### src/rtl/core/madt_lae_pkg.sv
// Package for the MADT local APIC enumerator: item and result types,
// result and operation codes, entry layout constants.
// No dependencies.
package madt_lae_pkg;

  localparam int MAX_CPUS_DEF = 16;
  localparam int ID_W         = 8;
  localparam int IDX_W        = 4;
  localparam int CNT_OUT_W    = 5;
  localparam int PADDR_W      = 3;

  // operation codes
  localparam logic OP_BYTE   = 1'b0;
  localparam logic OP_LOOKUP = 1'b1;

  // configuration register indexes (word address)
  localparam logic [0:0] REG_BSP_APIC_ID = 1'b0;

  // entry layout
  localparam logic [7:0] OFS_TYPE        = 8'd0;
  localparam logic [7:0] OFS_LENGTH      = 8'd1;
  localparam logic [7:0] OFS_APIC_ID     = 8'd3;
  localparam logic [7:0] OFS_FLAGS       = 8'd4;
  localparam logic [7:0] OFS_LAST        = 8'd7;
  localparam logic [7:0] TYPE_LOCAL_APIC = 8'd0;
  localparam logic [7:0] LAPIC_ENTRY_LEN = 8'd8;
  localparam logic [7:0] MIN_ENTRY_LEN   = 8'd2;

  typedef enum logic [1:0] {
    KIND_CPU    = 2'd0,
    KIND_DONE   = 2'd1,
    KIND_LOOKUP = 2'd2
  } result_kind_t;

  typedef struct packed {
    logic              operation;
    logic [7:0]        data_byte;
    logic              first_byte;
    logic              last_byte;
    logic [ID_W-1:0]   query_apic_id;
  } item_t;

  typedef struct packed {
    result_kind_t         result_kind;
    logic [IDX_W-1:0]     proc_index;
    logic [ID_W-1:0]      apic_id;
    logic                 found;
    logic [CNT_OUT_W-1:0] cpu_count;
    logic                 malformed;
    logic                 last_result;
  } result_t;

  // request bundle from the parser to the id map
  typedef struct packed {
    logic              clear;
    logic              wr_en;
    logic [ID_W-1:0]   wr_id;
    logic [IDX_W-1:0]  wr_index;
    logic              rd_en;
    logic [ID_W-1:0]   rd_id;
  } map_req_t;

endpackage

### src/rtl/core/madt_lae_map.sv
// Id map of the MADT local APIC enumerator: per-id valid flags in flip-flops
// and the id-to-index memory with a registered read.
// Depends on madt_lae_pkg.
module madt_lae_map (
  input  logic                           clk,
  input  logic                           rst,
  input  madt_lae_pkg::map_req_t         req,
  input  logic [madt_lae_pkg::ID_W-1:0]  chk_id,
  output logic                           chk_valid,
  output logic                           rd_hit,
  output logic [madt_lae_pkg::IDX_W-1:0] rd_index
);

  localparam int Depth = 2 ** madt_lae_pkg::ID_W;

  logic [Depth-1:0]                 id_valid;
  logic [madt_lae_pkg::IDX_W-1:0]   id_to_index [Depth];

  assign chk_valid = id_valid[chk_id];

  // clear on a first byte; a write in the same cycle sets its flag again
  always_ff @(posedge clk) begin
    if (rst) begin
      id_valid <= '0;
    end else begin
      if (req.clear) begin
        id_valid <= '0;
      end
      if (req.wr_en) begin
        id_valid[req.wr_id] <= 1'b1;
      end
    end
  end

  always_ff @(posedge clk) begin
    if (req.rd_en) begin
      rd_hit <= id_valid[req.rd_id];
    end
  end

  always_ff @(posedge clk) begin
    if (req.wr_en) begin
      id_to_index[req.wr_id] <= req.wr_index;
    end
    if (req.rd_en) begin
      rd_index <= id_to_index[req.rd_id];
    end
  end

endmodule

### src/rtl/core/madt_local_apic_enumerator_top.sv
// MADT local APIC enumerator, top level: entry parser, result stage, output
// register and configuration port. Depends on madt_lae_pkg and madt_lae_map.
//
// Feed the MADT entry area one byte per transfer (operation = table byte),
// marking the first and the final byte. The first byte clears the map and
// registers the boot processor (bsp_apic_id, written over the APB port) as
// index 0. Each enabled local APIC entry of at least 8 bytes registers its
// APIC id when its 8th byte arrives; duplicates and entries beyond MAX_CPUS
// processors are dropped. The final byte yields a done result carrying the
// processor count and the malformed flag. A lookup transfer returns the
// dense index of an APIC id, or 0 with found low. An item that produces two
// results (a registration followed by the done result) holds the result
// stage until both have moved out; the output register is the limit, since it
// holds one result at a time. A result passes through the result stage and
// then the output register; lookups read the id-to-index memory on the
// transfer edge itself, in step with the result stage, so the registered
// read adds no latency. There is no clearing pass: valid flags are flip-flops
// cleared at reset and on every first byte.
module madt_local_apic_enumerator_top #(
  parameter int MAX_CPUS = madt_lae_pkg::MAX_CPUS_DEF
) (
  input  logic                             clk,
  input  logic                             rst,
  // item channel
  input  logic                             in_valid,
  output logic                             in_ready,
  input  madt_lae_pkg::item_t              in_data,
  // result channel
  output logic                             out_valid,
  input  logic                             out_ready,
  output madt_lae_pkg::result_t            out_data,
  // configuration port
  input  logic                             psel,
  input  logic                             penable,
  input  logic                             pwrite,
  input  logic [madt_lae_pkg::PADDR_W-1:0] paddr,
  input  logic [31:0]                      pwdata,
  output logic [31:0]                      prdata,
  output logic                             pready
);

  localparam int CntW = $clog2(MAX_CPUS + 1);
  localparam logic [CntW-1:0] MaxCnt = CntW'(MAX_CPUS);

  // ---------------------------------------------------------------------
  // Configuration register
  // ---------------------------------------------------------------------
  logic [madt_lae_pkg::ID_W-1:0] bsp_apic_id;
  logic                          cfg_hit;

  assign pready  = 1'b1;
  assign cfg_hit = (paddr[madt_lae_pkg::PADDR_W-1:2] == madt_lae_pkg::REG_BSP_APIC_ID);
  assign prdata  = cfg_hit ? {24'd0, bsp_apic_id} : 32'd0;

  always_ff @(posedge clk) begin
    if (rst) begin
      bsp_apic_id <= '0;
    end else if (psel && penable && pwrite && pready && cfg_hit) begin
      bsp_apic_id <= pwdata[madt_lae_pkg::ID_W-1:0];
    end
  end

  // ---------------------------------------------------------------------
  // Parser state
  // ---------------------------------------------------------------------
  logic [CntW-1:0] registered_count, registered_count_next;
  logic [7:0]      entry_offset, entry_offset_next;
  logic [7:0]      entry_type, entry_type_next;
  logic [7:0]      entry_length, entry_length_next;
  logic [7:0]      entry_apic_id, entry_apic_id_next;
  logic            entry_enabled, entry_enabled_next;
  logic            parse_stopped, parse_stopped_next;

  logic            accept;
  logic            accept_byte;
  logic            reg_bsp;
  logic            reg_entry;
  logic [CntW-1:0] count_base;
  logic [8:0]      offset_inc;
  logic            chk_valid;
  logic            has_results;

  madt_lae_pkg::map_req_t map_req;
  logic                   rd_hit;
  logic [madt_lae_pkg::IDX_W-1:0] rd_index;

  assign accept      = in_valid && in_ready;
  assign accept_byte = accept && (in_data.operation == madt_lae_pkg::OP_BYTE);

  // Work out the state after one table byte. A first byte starts from a
  // cleared entry and a count of one (the boot processor always fits).
  always_comb begin
    reg_bsp            = accept_byte && in_data.first_byte;
    reg_entry          = 1'b0;
    count_base         = registered_count;
    entry_offset_next  = entry_offset;
    entry_type_next    = entry_type;
    entry_length_next  = entry_length;
    entry_apic_id_next = entry_apic_id;
    entry_enabled_next = entry_enabled;
    parse_stopped_next = parse_stopped;
    offset_inc         = '0;

    if (in_data.first_byte) begin
      count_base         = '0;
      entry_offset_next  = '0;
      entry_type_next    = '0;
      entry_length_next  = '0;
      entry_apic_id_next = '0;
      entry_enabled_next = 1'b0;
      parse_stopped_next = 1'b0;
    end
    registered_count_next = reg_bsp ? CntW'(1) : count_base;

    if (!parse_stopped_next) begin
      case (entry_offset_next)
        madt_lae_pkg::OFS_TYPE:    entry_type_next = in_data.data_byte;
        madt_lae_pkg::OFS_LENGTH: begin
          entry_length_next = in_data.data_byte;
          if (in_data.data_byte < madt_lae_pkg::MIN_ENTRY_LEN) begin
            parse_stopped_next = 1'b1;
          end
        end
        madt_lae_pkg::OFS_APIC_ID: entry_apic_id_next = in_data.data_byte;
        madt_lae_pkg::OFS_FLAGS:   entry_enabled_next = in_data.data_byte[0];
        madt_lae_pkg::OFS_LAST: begin
          // never reached on a first byte, so the old count applies
          reg_entry = accept_byte &&
                      (entry_type == madt_lae_pkg::TYPE_LOCAL_APIC) &&
                      (entry_length >= madt_lae_pkg::LAPIC_ENTRY_LEN) &&
                      entry_enabled && (registered_count < MaxCnt) && !chk_valid;
          if (reg_entry) begin
            registered_count_next = registered_count + CntW'(1);
          end
        end
        default: ;
      endcase

      if (parse_stopped_next) begin
        entry_offset_next = '0;
      end else begin
        offset_inc = {1'b0, entry_offset_next} + 9'd1;
        if (offset_inc >= 9'd2 && offset_inc >= {1'b0, entry_length_next}) begin
          entry_offset_next  = '0;
          entry_type_next    = '0;
          entry_length_next  = '0;
          entry_apic_id_next = '0;
          entry_enabled_next = 1'b0;
        end else begin
          entry_offset_next = offset_inc[7:0];
        end
      end
    end

    if (in_data.last_byte) begin
      entry_offset_next  = '0;
      entry_type_next    = '0;
      entry_length_next  = '0;
      entry_apic_id_next = '0;
      entry_enabled_next = 1'b0;
    end
  end

  always_ff @(posedge clk) begin
    if (rst) begin
      registered_count <= '0;
      entry_offset     <= '0;
      entry_type       <= '0;
      entry_length     <= '0;
      entry_apic_id    <= '0;
      entry_enabled    <= 1'b0;
      parse_stopped    <= 1'b0;
    end else if (accept_byte) begin
      registered_count <= registered_count_next;
      entry_offset     <= entry_offset_next;
      entry_type       <= entry_type_next;
      entry_length     <= entry_length_next;
      entry_apic_id    <= entry_apic_id_next;
      entry_enabled    <= entry_enabled_next;
      parse_stopped    <= parse_stopped_next;
    end
  end

  // ---------------------------------------------------------------------
  // Id map: registrations write, lookups read
  // ---------------------------------------------------------------------
  always_comb begin
    map_req.clear    = reg_bsp;
    map_req.wr_en    = reg_bsp || reg_entry;
    map_req.wr_id    = reg_bsp ? bsp_apic_id : entry_apic_id;
    map_req.wr_index = reg_bsp ? '0 : madt_lae_pkg::IDX_W'(registered_count);
    map_req.rd_en    = accept && (in_data.operation == madt_lae_pkg::OP_LOOKUP);
    map_req.rd_id    = in_data.query_apic_id;
  end

  madt_lae_map u_map (
    .clk       (clk),
    .rst       (rst),
    .req       (map_req),
    .chk_id    (entry_apic_id),
    .chk_valid (chk_valid),
    .rd_hit    (rd_hit),
    .rd_index  (rd_index)
  );

  // ---------------------------------------------------------------------
  // Result stage: holds one item's pending results (at most two)
  // ---------------------------------------------------------------------
  logic                           s1_valid;
  logic                           s1_lookup;
  logic                           s1_has_reg;
  logic                           s1_has_done;
  logic [madt_lae_pkg::IDX_W-1:0] s1_reg_index;
  logic [madt_lae_pkg::ID_W-1:0]  s1_id;
  logic [CntW-1:0]                s1_count;
  logic                           s1_stopped;

  logic                           out_free;
  logic                           s1_advance;
  logic                           s1_release;
  madt_lae_pkg::result_t          res;

  assign has_results = map_req.rd_en || reg_bsp || reg_entry ||
                       (accept_byte && in_data.last_byte);
  assign out_free    = !out_valid || out_ready;
  assign s1_advance  = s1_valid && out_free;
  assign s1_release  = s1_advance && (s1_lookup || !(s1_has_reg && s1_has_done));
  assign in_ready    = !s1_valid || s1_release;

  always_ff @(posedge clk) begin
    if (rst) begin
      s1_valid <= 1'b0;
    end else if (accept) begin
      s1_valid <= has_results;
    end else if (s1_release) begin
      s1_valid <= 1'b0;
    end
  end

  // Payload: capture on accept; drop the registration once it moves out.
  always_ff @(posedge clk) begin
    if (accept) begin
      s1_lookup    <= map_req.rd_en;
      s1_has_reg   <= reg_bsp || reg_entry;
      s1_has_done  <= accept_byte && in_data.last_byte;
      s1_reg_index <= map_req.wr_index;
      s1_id        <= map_req.rd_en ? in_data.query_apic_id : map_req.wr_id;
      s1_count     <= map_req.rd_en ? registered_count : registered_count_next;
      s1_stopped   <= map_req.rd_en ? parse_stopped : parse_stopped_next;
    end else if (s1_advance && !s1_lookup && s1_has_reg) begin
      s1_has_reg <= 1'b0;
    end
  end

  // Select the next result of the held item.
  always_comb begin
    res.cpu_count = madt_lae_pkg::CNT_OUT_W'(s1_count);
    res.malformed = s1_stopped;
    if (s1_lookup) begin
      res.result_kind = madt_lae_pkg::KIND_LOOKUP;
      res.proc_index  = rd_hit ? rd_index : '0;
      res.apic_id     = s1_id;
      res.found       = rd_hit;
      res.last_result = 1'b1;
    end else if (s1_has_reg) begin
      res.result_kind = madt_lae_pkg::KIND_CPU;
      res.proc_index  = s1_reg_index;
      res.apic_id     = s1_id;
      res.found       = 1'b0;
      res.last_result = !s1_has_done;
    end else begin
      res.result_kind = madt_lae_pkg::KIND_DONE;
      res.proc_index  = '0;
      res.apic_id     = '0;
      res.found       = 1'b0;
      res.last_result = 1'b1;
    end
  end

  // ---------------------------------------------------------------------
  // Output register
  // ---------------------------------------------------------------------
  always_ff @(posedge clk) begin
    if (rst) begin
      out_valid <= 1'b0;
    end else if (out_free) begin
      out_valid <= s1_valid;
    end
  end

  always_ff @(posedge clk) begin
    if (s1_advance) begin
      out_data <= res;
    end
  end

`ifndef SYNTHESIS
  a_count_bound: assert property (@(posedge clk) disable iff (rst)
    registered_count <= MaxCnt)
    else $error("processor count beyond MAX_CPUS");

  a_first_bsp: assert property (@(posedge clk) disable iff (rst)
    (accept_byte && in_data.first_byte) |=> (registered_count == CntW'(1)))
    else $error("first byte did not leave exactly the boot processor");

  a_stop_offset: assert property (@(posedge clk) disable iff (rst)
    parse_stopped |-> (entry_offset == '0))
    else $error("stopped parser holds a nonzero entry offset");

  a_miss_index: assert property (@(posedge clk) disable iff (rst)
    (out_valid && out_data.result_kind == madt_lae_pkg::KIND_LOOKUP && !out_data.found)
    |-> (out_data.proc_index == '0))
    else $error("lookup miss reports a nonzero index");

  a_pair_order: assert property (@(posedge clk) disable iff (rst)
    (s1_advance && !s1_lookup && s1_has_reg && s1_has_done)
    |=> (s1_valid && !s1_has_reg && s1_has_done))
    else $error("done result lost after a registration");
`endif

endmodule
### config.mk
export PLATFORM = sky130hd
export DESIGN_NAME = madt_local_apic_enumerator_top
export DESIGN_NICKNAME = d
export VERILOG_FILES = /design/src/rtl/core/madt_lae_pkg.sv /design/src/rtl/core/madt_lae_map.sv /design/src/rtl/core/madt_local_apic_enumerator_top.sv
export SDC_FILE = /design/constraint.sdc
export NUM_CORES = 2
export LEC_CHECK = 0
export BUFFER_PORTS_ARGS = -buffer_cell sky130_fd_sc_hd__clkbuf_2
export CORE_ASPECT_RATIO = 1.4
export CORE_UTILIZATION = 50
export DETAILED_ROUTE_END_ITERATION = 10
export PLACE_DENSITY_LB_ADDON = 0.08
export SLEW_MARGIN = 40
export SYNTH_ARGS = -nofsm -noshare
export SYNTH_HDL_FRONTEND = slang
export SYNTH_SLANG_ARGS = --single-unit
### constraint.sdc
create_clock -name clk -period 12.8 [get_ports clk]
set_input_delay 1.92 -clock clk [delete_from_list [all_inputs] [get_ports clk]]
set_output_delay 1.92 -clock clk [all_outputs]
set_load 0.02 [all_outputs]
==> After elaboration in Yosys (flattened, before gate mapping) <==
Memories as Yosys holds them, arrays and structs flattened. A register that Yosys moved wholly into a read port is not among the register bits.
Cells that the tools add are included.
Widths: inputs -> output; s select.
{ "totals": {"in_bits": 61, "register_bits": 349, "word_cells": 150, "output_inout_bits": 57, "romBits": 0, "latch_bits": 0, "ram_bits": 1024, "mem_count": 1} }
{ "memory_table": {"columns": ["memory", "words", "width", "rd", "rd_clocked_by_memory_dff", "wr", "line", "source"], "rows": [
  ["u_map.id_to_index", 256, 4, 1, 1, 1, "madt_lae_map.sv:17", "logic [madt_lae_pkg::IDX_W-1:0] id_to_index [Depth];"]
]} }
{ "op_classes": {"multipliers": 0, "n_eq_ne": 4, "mux": 66, "bitwise_logic": 4, "order_cmp": 9, "n_reduce_logical": 38, "shift": 0, "div_mod_pow": 0, "addsub": 2} }
{ "ops": {"columns": ["op", "n"], "rows": [
  ["$mux 256", 3],
  ["$or 256x256->256", 1],
  ["$mux 8", 27],
  ["$mux 5", 6],
  ["$lt 8x9->1 const B", 3],
  ["$mux 1", 23],
  ["$logic_and 1x1->1", 20],
  ["$bmux 1 s8", 2],
  ["$eq 8x3->1 const B", 2],
  ["$logic_not 8->1", 2],
  ["$mux 14", 1],
  ["$mux 13", 1],
  ["$add 8x1->9 const B", 1],
  ["$ge 9x2->1 const B", 1],
  ["$ge 9x8->1", 1],
  ["$demux 1 s8", 1],
  ["$eq 8x1->1 const B", 1],
  ["$eq 8x2->1 const B", 1],
  ["$ge 8x1->1 const B", 1],
  ["$ge 8x4->1 const B", 1],
  ["$lt 8x2->1 const B", 1],
  ["$mux 4", 2],
  ["$logic_or 1x1->1", 7],
  ["$logic_not 1->1", 6],
  ["5 further kinds", 8]
]} }

==> Logic depth before layout (Yosys ltp) <==
{ "logic_depth": {"ltp_word": 17, "ltp_mapped": 17, "mapped_depth_nobuf": 15} }

==> Modules after synthesis <==
From an unflattened synthesis, not the netlist that was laid out.
{ "unflattened": {"hier_cells": 3920, "area_unflattened_um2": 57945.6} }
{ "by_module_without_submodules": {"columns": ["mod", "seq_area_each_um2", "n_inst", "cells_per_inst", "area_per_inst_um2"], "rows": [
  ["madt_lae_map", 36024.6, 1, 3513, 53438.8],
  ["madt_local_apic_enumerator_top", 2272.2, 1, 407, 4506.8]
]} }

==> Worst setup path after synthesis <==
No wires, ideal clock.
{ "synth_timing": {"kind": "input port to flip-flop", "from": "input port out_ready", "to": "register s1_reg_index[1] (netlist bit) (data pin)", "stages": 8, "n_path_buf": 3, "setup_ns": 1.398, "slack_ns": 2.160, "required_ns": 11.402, "t_arrival_ns": 9.243, "cell_sequence": "nor2b_1 > o21ai_0 > nand3_1 > nor2_1 > buf_4 > buf_2 > clkbuf_1 > nor2_1"} }
{ "synth_lines": {"columns": ["item", "line", "source"], "rows": [
  ["start: declaration", "madt_local_apic_enumerator_top.sv:30", "input logic out_ready,"],
  ["end signal: assignment", "madt_local_apic_enumerator_top.sv:246", "s1_reg_index <= map_req.wr_index;"],
  ["end: declaration", "madt_local_apic_enumerator_top.sv:213", "logic [madt_lae_pkg::IDX_W-1:0] s1_reg_index;"]
]} }

==> Final worst setup path <==
{ "layout_timing": {"from": "input port in_data[9] (netlist bit)", "to": "register entry_apic_id[0]"} }
{ "layout_via": {"elab_chain_len": 10, "word_cells_on_any_way": 19, "classes_between": "add/sub (1); order compare (2); eq/ne (2); mux (13); reduce/logical (1)"} }
{ "layout_lines": {"columns": ["item", "line", "source"], "rows": [
  ["start: declaration", "madt_local_apic_enumerator_top.sv:27", "input madt_lae_pkg::item_t in_data,"],
  ["branches (longest 8 deep; another with $add 8x1->9)", null, null],
  ["$mux 8 *", "madt_local_apic_enumerator_top.sv:115", "if (!parse_stopped_next) begin"],
  ["$mux 8 *", "madt_local_apic_enumerator_top.sv:155", "if (in_data.last_byte) begin"],
  ["end signal: assignment", "madt_local_apic_enumerator_top.sv:178", "entry_apic_id <= entry_apic_id_next;"],
  ["end: declaration", "madt_local_apic_enumerator_top.sv:70", "logic [7:0] entry_apic_id, entry_apic_id_next;"]
]} }
Every way passes the cells marked *. The select of a mux whose other input is x is not followed.
A chain may end at the register's enable or synchronous reset.

==> run_results.csv <==
group,metric,value,unit
outcome,status,"finished clean",
timing,hold_slack,0.4192,ns
setup_path,worstPathRequired,13.48,ns
drt,vias_per_cell,6.571,
yosys,yosysSeqAreaShare,0.6605,
clock_tree,clk_path_buf_depth,3,
timing,slew_viol_final,0,
drt,vias,31391,
drt,drt-initial-drc-count,2428,
yosys,synth_area,57980,µm²
pwr,leakage,0.01981,µW
floorplanning,die_y,404.9,µm
yosys,synthTopCellsByCount,"edfxtp_1, mux4_2, dfxtp_1",
setup_path,start_kind,"input port",
floorplanning,ios,118,
clock_tree,postCtsHoldBufs,0,
drt,dr.pass1.iters,6,
setup_path,path_cells,"clkbuf_2, inv_1, nand2_1, ha_1, nand3b_1, o21ai_0, ha_1, nand2b_1, a21o_1, a21oi_1, o21ai_0, a211oi_2, o31ai_2, nor4_2, a22o_1",
placement,io_buffers,66,
yosys,synthTopCellsByArea,"edfxtp_1, mux4_2, dfxtp_1",
yosys,ys_async_sr_fraction,0,
setup_path,cp.arrival,6.71,ns
timing,relSlewSlack,0.4270,
yosys,syn_area_per_cell,17.97,µm²
pwr,power,9136,µW
global_route,grt_pass1_wl,212800,µm
setup_path,regToRegSetupSlack,7.06,ns
clock_tree,cts_made_buffers,134,
min_path,hp-class,"reg2reg",
timing,skew,0.02947,ns
layout,largest_registers,"u_map.id_to_index x1024, u_map.id_valid x256, out_data x22",
floorplanning,core_area,114800,µm²
layout,antenna_cells,0,
yosys,ys_ff_latch,1377,
pwr,comb_power_share,0.041,
floorplanning,die_x,289.8,µm
clock_tree,cts_tree,"yes",
pwr,switching_share,0.2096,
timing,hold_viol_final,0,
drt,wl_per_cell,29.49,µm
setup_path,r2r-start,"entry_apic_id[0]",
setup_path,timing.rr.end,"u_map.id_to_index[150][0]",
timing,fin_tns_setup,0,ns
pwr,seq_power_share,0.524,
timing,max_freq,0.1659,GHz
setup_path,crit_fanout,18,
setup_path,crit_slowest_cell,"nor4_2",
timing,timing.final.crit_share,0.4709,
drt,drt_wl_total,140900,µm
floorplanning,dieArea,117300,µm²
flow_run,drv_cap,0,
pwr,intPower,7221,µW
pwr,net-switching-power,1915,µW
placement,place_hpwl,83080,µm
global_route,antenna_found_initial,1,
setup_path,worstSetupPathType,"in2reg",
setup_path,crit_path_start,"in_data[9]",
timing,setup_slack,6.772,ns
placement,pre_cts_slack,5.949,ns
setup_path,path_depth,15,
yosys,synth_flop_cell,"edfxtp_1",
drt,post-route-drc-count,0,
clock_tree,cts.sinks,1377,
setup_path,reg2reg_depth,11,
floorplanning,start_util,0.5052,
pwr,ir_drop,0.1467,mV
timing,grt_setup_unrepaired,"no",
layout,top_register,"u_map.id_to_index",
layout,syn_to_final_growth,10.23,%
setup_path,path_buf_inv,2,
clock_tree,cts-htree-levels,4,
placement,gp_congestion,0.8602,
layout,largest_reg_flops,1024,
yosys,netlist_instances,3227,
pwr,p_clk_frac,0.435,
yosys,synth_warnings,0,
setup_path,slowest_delay,0.64,ns
yosys,synth_top_area_frac,0.5552,
layout,nNetsFinal,3255,
setup_path,crit_end,"entry_apic_id[0]",
global_route,grt.overflow.total,0,
timing,worst_pin_slew,0.8594,ns
yosys,synthDistinctLibCells,75,
setup_path,cp_top_family,"compound AO/OA/AOI/OAI gates",
yosys,yosysMostFrequentCell,"edfxtp_1",
clock_tree,post_cts_buffers,0,
global_route,track_usage,0.2438,
clock_tree,ctsResizeCount,0,
layout,nFillCells,8777,
layout,final_layout_size_suffix_gt1_frac,0.2629,
yosys,yosys.area.top_type,"edfxtp_1",
timing,setup_viol,0,
pwr,power_density,142.9,nW/µm²
clock_tree,root_buffer,"clkbuf_16",
global_route,grt_pass1_vias,32957,
timing,period_needed,6.028,ns
floorplanning,fp-row-count,147,
drt,antenna_left,0,
clock_tree,clk_pin_slew,0.06,ns
setup_path,end_kind,"register",
yosys,synth_edf_count,1072,
global_route,grt_max_degree,189,
clock_tree,clk_latency,0.76,ns
==> power by group through the flow <==
stage / combinational, µW / sequential (µW) / clock [µW]
after floorplan: 262 / 4890 / 0
after global placement: 373 / 4880 / 0
after detailed placement: 382 / 4880 / 0
after CTS: 383 / 4790 / 4050
after global routing: 400 / 4790 / 4210
final: 379 / 4790 / 3970
==> worst min path at each step <==
| stage | to | from | slack, ns | cells past startpoint |
|---|---|---|---|---|
| 4_1_cts | out_data[4] | s1_count[2] | 0.42 | 0 |
| 6_report | out_data[5] | s1_count[3] | 0.42 | 0 |
| 3_3_place_gp | out_data[3] | s1_count[1] | 0.40 | 0 |
| 5_1_grt | out_data[6] | s1_count[4] | 0.43 | 0 |
| 2_1_floorplan | out_data[1] | s1_stopped | 0.40 | 0 |
| 3_5_place_dp | out_data[4] | s1_count[2] | 0.41 | 0 |
==> stage by stage <==
step           instance area [µm²]    util  std cells
4_1_cts                      63820  0.5561       4775
3_5_place_dp                 59430  0.5179       4535
5_1_grt                      63910  0.5569       4777
6_report                     63910  0.5569       4777
3_3_place_gp                 59180  0.5156       4529
2_1_floorplan                58070       -       3250
==> cells by family (layout without fill, tap and decap cells) <==
family / count (synthesis) / in the layout / synth area share
XOR/XNOR: 6 / 6 / 0.0009063
other: 2 / 25 / 0.0001295
AO/OA/AOI/OAI: 427 / 427 / 0.06565
multiplexers: 520 / 520 / 0.1940
adder cells (fa/ha/maj): 11 / 11 / 0.002374
AND/OR/NAND/NOR: 527 / 527 / 0.04454
flip-flops: 1377 / 1377 / 0.6605
buffers and inverters: 357 / 394 / 0.03192
==> metal layers <==
layer / global-route usage / share of wire / up-vias
li1: - / - / 13463
met1: 0.3019 / 0.39 / 16704
met2: 0.4314 / 0.53 / 957
met3: 0.03270 / 0.044 / 265
met4: 0.1013 / 0.037 / 2
met5: 0 / 0.000092 / -
==> area by class of cell <==
cell class	instances	area, µm²	area share
sequential	1377	38300	0.5993
timing repair buffer	131	1094	0.01711
multi-input combinational	1516	18180	0.2844
clock inverter	69	726.9	0.01137
tap	1490	1864	0.02917
clock buffer	171	3659	0.05724
inverter	23	86.33	0.001351
==> cells in the final DEF, fill, tap and decap left out, types with 6 or more instances in the layout <==
master | synthesis | final
a21oi_1 | 29 | 26
a22o_1 | 22 | 22
a22oi_1 | 12 | 12
a2bb2oi_1 | 7 | 7
a31oi_1 | 22 | 20
a32o_1 | 256 | 256
and3_1 | 8 | 8
buf_16 | 0 | 6
buf_4 | 29 | 35
buf_6 | 35 | 18
bufinv_16 | 0 | 13
clkbuf_1 | 186 | 26
clkbuf_16 | 0 | 139
clkbuf_2 | 0 | 62
clkbuf_8 | 0 | 8
clkinv_1 | 0 | 19
clkinv_2 | 0 | 22
conb_1 | 2 | 25
dfxtp_1 | 305 | 301
edfxtp_1 | 1072 | 1072
ha_1 | 11 | 11
inv_1 | 23 | 23
inv_6 | 0 | 6
mux2i_1 | 38 | 38
mux4_1 | 6 | 6
mux4_2 | 475 | 475
nand2_1 | 78 | 77
nand2b_1 | 7 | 7
nand3_1 | 20 | 20
nor2_1 | 81 | 57
nor2_2 | 1 | 16
nor2_4 | 0 | 9
nor2b_1 | 25 | 24
nor3_1 | 265 | 264
nor4_1 | 6 | 6
o21ai_0 | 19 | 17
o31ai_1 | 7 | 6
or3_1 | 9 | 9
No activity file was read; power rests on OpenSTA's default activity.
